## src/rtl/core/nrl_pkg.sv

```systemverilog
// Package for the record rotation log: sizes, command codes and the
// control and status types shared by the controller and the datapath.
// Depends on nothing.
`default_nettype none

package nrl_pkg;

	localparam int MAX_SLOTS    = 64;
	localparam int RECORD_BYTES = 16;
	localparam int REC_W        = RECORD_BYTES * 8;
	localparam int HALF_W       = REC_W / 2;
	localparam int SLOT_W       = $clog2(MAX_SLOTS);
	localparam int CNT_W        = $clog2(MAX_SLOTS + 1);
	localparam int CMD_W        = 2;
	localparam int BLK_W        = 7;

	localparam logic [BLK_W-1:0] REGION_RESET = BLK_W'(64);
	localparam logic [REC_W-1:0] BLANK_RECORD = {REC_W{1'b1}};

	typedef enum logic [CMD_W-1:0] {
		CMD_READ   = 2'd0,
		CMD_APPEND = 2'd1,
		CMD_LOAD   = 2'd2,
		CMD_ALT    = 2'd3
	} cmd_e_t;

	typedef struct packed {
		logic capture;
		logic scan;
		logic commit;
	} dp_cmd_t;

	typedef struct packed {
		logic direct;
		logic scan_done;
		logic out_free;
	} dp_sts_t;

endpackage

`default_nettype wire

```

## src/rtl/core/nrl_ctrl.sv

```systemverilog
// Controller of the record rotation log: takes a request, runs the region
// scan and triggers the commit. Depends on nrl_pkg.
`default_nettype none

module nrl_ctrl import nrl_pkg::*; (
	input  wire logic    clk,
	input  wire logic    arst_n,
	input  wire logic    req_valid,
	output      logic    req_ready,
	input  wire dp_sts_t sts,
	output      dp_cmd_t cmd
);

	typedef enum logic [1:0] {
		ST_IDLE,
		ST_SCAN,
		ST_COMMIT
	} state_t;

	state_t state_q;

	always_comb begin
		req_ready   = 1'b0;
		cmd         = '0;
		unique case (state_q)
			ST_IDLE: begin
				req_ready   = 1'b1;
				cmd.capture = req_valid;
			end
			ST_SCAN: begin
				cmd.scan = !sts.scan_done;
			end
			ST_COMMIT: begin
				cmd.commit = sts.out_free;
			end
			default: begin
				cmd = '0;
			end
		endcase
	end

	always_ff @(posedge clk or negedge arst_n) begin
		if (!arst_n) begin
			state_q <= ST_IDLE;
		end else begin
			unique case (state_q)
				ST_IDLE: begin
					if (req_valid) begin
						state_q <= sts.direct ? ST_COMMIT : ST_SCAN;
					end
				end
				ST_SCAN: begin
					if (sts.scan_done) begin
						state_q <= ST_COMMIT;
					end
				end
				ST_COMMIT: begin
					if (sts.out_free) begin
						state_q <= ST_IDLE;
					end
				end
				default: begin
					state_q <= ST_IDLE;
				end
			endcase
		end
	end

endmodule

`default_nettype wire

```

## config.mk

```make
export PLATFORM = sky130hd
export DESIGN_NAME = nrl_ctrl
export DESIGN_NICKNAME = d
export VERILOG_FILES = /design/src/rtl/core/nrl_pkg.sv /design/src/rtl/core/nrl_ctrl.sv
export SDC_FILE = /design/constraint.sdc
export NUM_CORES = 1
export LEC_CHECK = 0
export BUFFER_PORTS_ARGS = -buffer_cell sky130_fd_sc_hd__buf_2
export CAP_MARGIN = 20
export CELL_PAD_IN_SITES_DETAIL_PLACEMENT = 0
export CELL_PAD_IN_SITES_GLOBAL_PLACEMENT = 2
export CORE_AREA = 2 2 39 41
export CTS_BUF_LIST = sky130_fd_sc_hd__clkbuf_8
export CTS_CLUSTER_DIAMETER = 150
export DETAILED_ROUTE_END_ITERATION = 8
export DIE_AREA = 0 0 41 43
export GPL_TIMING_DRIVEN = 0
export PLACE_DENSITY = 0.44
export SKIP_LAST_GASP = 1
export SLEW_MARGIN = 10
export SYNTH_ARGS = -nofsm -noshare
export SYNTH_HDL_FRONTEND = slang
export SYNTH_SLANG_ARGS = --single-unit
```

## constraint.sdc

```tcl
create_clock -name clk -period 3.4 [get_ports clk]
set_clock_uncertainty 0.15 [all_clocks]
set_input_delay 0.68 -clock clk [delete_from_list [all_inputs] [get_ports clk]]
set_output_delay 0.68 -clock clk [all_outputs]
set_load 0.02 [all_outputs]
```

After elaboration in Yosys (flattened, before gate mapping)
Index checks and enable logic that the tools add are counted.
{"block": "word_totals", "register_bits": 2, "latchBits": 0, "mem_bits_rw": 0, "mem_bits_ro": 0, "input_bits": 6, "output_inout_bits": 4, "word_cells": 18, "memories": 0}
{"block": "op_classes", "n_addsub": 0, "n_mul": 0, "div": 0, "order_cmp": 0, "eq_ne": 5, "shifts": 0, "mux": 9, "bitwise": 0, "reduce_logical": 3}
{"op": "two-way mux 2 bit", "n": 4}
{"op": "!= test 2 bit (second input constant)", "n": 3}
{"op": "case mux 2 bit (3 select lines)", "n": 1}
{"op": "two-way mux 1 bit", "n": 4}
{"op": "AND reduction 3 bit", "n": 1}
{"op": "equality test 2 x 1 -> 1 bit (second input constant)", "n": 1}
{"op": "equality test 2 bit (second input constant)", "n": 1}
{"op": "zero test 2 bit", "n": 1}
{"op": "zero test 1 bit", "n": 1}

Logic depth before layout (Yosys ltp)
{"block": "logic_depth", "depth_word": 3, "mapped_depth": 2}

Least setup slack after synthesis
OpenSTA, ideal clock, no wires.
{"block": "synth_timing", "path_type": "input to output", "startpoint": "input sts[1] (netlist bit)", "endpoint": "output cmd[1] (netlist bit)", "t_arrival_ns": 1.188, "required_ns": 2.570, "path_slack_ns": 1.382, "cell_stages": 2, "path_cell_list": "or2b_1 -> nor2_1"}
{"item": "start: declaration", "line_no": "nrl_ctrl.sv:10", "text": "input wire dp_sts_t sts,"}
{"item": "end: declaration", "line_no": "nrl_ctrl.sv:11", "text": "output dp_cmd_t cmd"}

==> impl_metrics.prom <==
# TYPE chip_impl_metric gauge
chip_impl_info{name="status",value="complete, no violations"} 1
chip_impl_metric{name="place.detailed.hpwl",unit="um"} 270
chip_impl_metric{name="die_ar",unit="um2"} 1760
chip_impl_metric{name="path_max_fanout",unit=""} 2
chip_impl_metric{name="grt_overflow_total",unit=""} 0
chip_impl_metric{name="synth_area_per_cell",unit="um2"} 9.24
chip_impl_metric{name="rr_worst_depth",unit=""} 2
chip_impl_metric{name="antenna_diode_instance_count",unit=""} 0
chip_impl_info{name="timing.critical_path.from",value="sts[1]"} 1
chip_impl_metric{name="core_area",unit="um2"} 1380
chip_impl_metric{name="via_count_of_the_first_global_routing_pass",unit=""} 151
chip_impl_metric{name="total_leakage_power",unit="nW"} 0.112
chip_impl_metric{name="timing.final.crit_share",unit="%"} 61.1
chip_impl_metric{name="worstSkewPairLatency",unit="ns"} 0.21
chip_impl_metric{name="final-max-slew-violation-count",unit=""} 0
chip_impl_metric{name="grt_first_pass_wirelength",unit="um"} 579
chip_impl_metric{name="worstPathRequired",unit="ns"} 2.57
chip_impl_metric{name="whs",unit="ns"} 0.0988
chip_impl_metric{name="netlist_area_pre_place",unit="um2"} 120
chip_impl_info{name="largest_register",value="state_q"} 1
chip_impl_metric{name="grt_start_max_net_pins",unit=""} 8
chip_impl_metric{name="remaining_drc_errors",unit=""} 0
chip_impl_metric{name="report.final.setup_viol",unit=""} 0
chip_impl_metric{name="routed_wire_length_per_instance",unit="um"} 7.80
chip_impl_metric{name="synth-seq-area-share",unit="%"} 41.7
chip_impl_metric{name="num-nets-final",unit=""} 33
chip_impl_info{name="r2r-start",value="state_q[0]"} 1
chip_impl_info{name="worst_setup_path_endpoint",value="cmd[1]"} 1
chip_impl_metric{name="post_route_cells_drive_above_1_share",unit="%"} 52.0
chip_impl_metric{name="initial_antenna_violation_count",unit=""} 0
chip_impl_info{name="rsz0062_at_grt",value="false"} 1
chip_impl_metric{name="post_synth_inst_count",unit=""} 13
chip_impl_metric{name="synthDistinctLibCells",unit=""} 9
chip_impl_metric{name="drt_pass1_iterations",unit=""} 2
chip_impl_info{name="root_cell_of_the_clock_tree",value="clkbuf_8"} 1
chip_impl_metric{name="gpl.final_weighted_congestion",unit=""} 0.564
chip_impl_info{name="critical_path.cell_chain",value="buf_2 > or2b_1 > nor2_1 > buf_2"} 1
chip_impl_metric{name="initial_utilization",unit="%"} 8.68
chip_impl_metric{name="vias_per_cell",unit=""} 3.27
chip_impl_metric{name="port_buffers",unit=""} 9
chip_impl_info{name="hold_path_class",value="input pin to asynchronous set/reset pin"} 1
chip_impl_metric{name="final_cell_count_no_fill",unit=""} 41
chip_impl_metric{name="die_height",unit="um"} 43
chip_impl_metric{name="yosys_warnings",unit=""} 0
chip_impl_metric{name="synth.ff_latch_count",unit=""} 2
chip_impl_metric{name="postCtsSetupRepairBufs",unit=""} 0
chip_impl_metric{name="numClockSinks",unit=""} 2
chip_impl_metric{name="clkSlewWorstSetupHoldPaths",unit="ns"} 0.03
chip_impl_metric{name="synth_top_cell_area_share",unit="%"} 41.7
chip_impl_metric{name="report.final.hold_viol_count",unit=""} 0
chip_impl_metric{name="tightestPinTransition",unit="ns"} 0.170
chip_impl_metric{name="max-vdd-ir-drop",unit="mV"} 0.147
chip_impl_metric{name="post-route-min-period",unit="ns"} 2.08
chip_impl_metric{name="rrSetupSlack",unit="ns"} 2.20
chip_impl_metric{name="die_x",unit="um"} 41
chip_impl_metric{name="ant_nets",unit=""} 0
chip_impl_metric{name="max_cap_violations",unit=""} 0
chip_impl_metric{name="max_slew_margin_vs_limit",unit="%"} 88.7
chip_impl_metric{name="cts_hold_buf",unit=""} 0
chip_impl_metric{name="grt_util_all_layers",unit="%"} 5.82
chip_impl_info{name="critical-path-slowest-cell",value="or2b_1"} 1
chip_impl_metric{name="number_of_h_tree_levels",unit=""} 1
chip_impl_metric{name="max_clock_freq",unit="GHz"} 0.481
chip_impl_info{name="synth.area.top_cells",value="dfrtp_1 (42%), a21oi_1 (13%), and3b_2 (8.3%)"} 1
chip_impl_info{name="worstReg2RegEnd",value="state_q[0]"} 1
chip_impl_metric{name="place.detailed.instances",unit=""} 38
chip_impl_metric{name="cpPeakStageDelay",unit="ns"} 0.22
chip_impl_metric{name="syn_to_final_growth",unit="%"} 88.5
chip_impl_metric{name="worstPathArrival",unit="ns"} 1.25
chip_impl_info{name="largestRegisters",value="state_q: 2 flops"} 1
chip_impl_info{name="post-synth-top-area-cell",value="dfrtp_1"} 1
chip_impl_metric{name="num_io_pins",unit=""} 10
chip_impl_metric{name="cts_buffers",unit=""} 3
chip_impl_metric{name="route.vias.total",unit=""} 134
chip_impl_metric{name="synth.net_count",unit=""} 19
chip_impl_metric{name="powerDensity",unit="nW/um2"} 899
chip_impl_metric{name="largest_reg_flops",unit=""} 2
chip_impl_metric{name="first_iter_violations",unit=""} 2
chip_impl_info{name="critPathLaunchType",value="input pin"} 1
chip_impl_metric{name="final_sum_of_negative_setup_slack",unit="ns"} 0
chip_impl_info{name="tritoncts_clock_tree",value="yes"} 1
chip_impl_info{name="critPathMostFrequentCell",value="buf_2"} 1
chip_impl_info{name="critPathKind",value="input pin to output port"} 1
chip_impl_metric{name="clock_tree.buffer_depth",unit=""} 2
chip_impl_metric{name="num_rows",unit=""} 14
chip_impl_metric{name="post_cts_resize_count",unit=""} 0
chip_impl_info{name="cp-end-kind",value="output port"} 1
chip_impl_metric{name="totalWireLength",unit="um"} 320
==> metrics by stage <==
step	power, mW	utilization [%]	cell area (um2)	setup slack [ns]
2_1_floorplan	0.0894	-	120	1.38
3_3_place_gp	0.114	13.4	185	1.32
3_5_place_dp	0.114	13.4	185	1.32
4_1_cts	0.208	16.4	226	1.32
5_1_grt	0.221	16.4	226	1.27
6_report	0.204	16.4	226	1.32
==> logic make-up (layout without fill, tap and decap cells) <==
group                  after synthesis  after routing  share of synthesized area [%]
flip-flops                           2              2                           41.7
AO/OA/AOI/OAI                        4              4                           18.7
buffers and inverters                0             12                              0
AND/OR/NAND/NOR                      7              7                           39.6
==> where the power goes <==
part | switching, mW | total (mW) | internal (mW)
combinational | 0.0369 | 0.0659 | 0.0290
clock | 0.0171 | 0.0918 | 0.0747
sequential | 0.0129 | 0.0460 | 0.0331
==> worst max-delay path: cells and delay by family <==
kind,cells,cell delay [ns]
buffers and inverters,2,0.26
AND/OR/NAND/NOR,2,0.30
==> metal layers <==
layer  vias to the layer above  part of all wire, %  global-route usage (%)  wire, um
li1                         70                    -                       -         -
met1                        60                   27                    4.50        87
met2                         4                   61                    7.19       196
met3                         0                   11                    4.71        36
met4                         0                    0                    8.00         0
met5                         -                    0                       0         0
==> cell usage after synthesis <==
cell	number
nor2_1	2
nand3b_1	1
and2_1	1
a21oi_1	3
dfrtp_1	2
or3b_1	1
or2b_1	1
o21a_1	1
and3b_2	1
==> worst min path at each step <==
stage                      end  startpoint  depth (start not counted)
finish              state_q[1]      arst_n                          1
global route        state_q[1]      arst_n                          1
CTS                 state_q[1]      arst_n                          1
detailed placement  state_q[0]      arst_n                          1
global placement    state_q[0]      arst_n                          1
floorplan           state_q[0]      arst_n                          0
==> cell type report <==
| class | count | area, um2 |
|---|---|---|
| clock buffers | 3 | 41.3 |
| fillers | 162 | 1160 |
| multi-input cells | 11 | 70.1 |
| flip-flops and latches | 2 | 50.0 |
| well taps | 16 | 20.0 |
| repair buffers | 9 | 45.0 |
==> placed cells by master, fill, tap and decap left out, drive strengths merged <==
cell type,instances
buf,9
a21oi,3
clkbuf,3
nor2,2
dfrtp,2
or2b,1
and2,1
and3b,1
nand3b,1
o21a,1
or3b,1
Note: power is estimated with default switching activity, not from simulation.
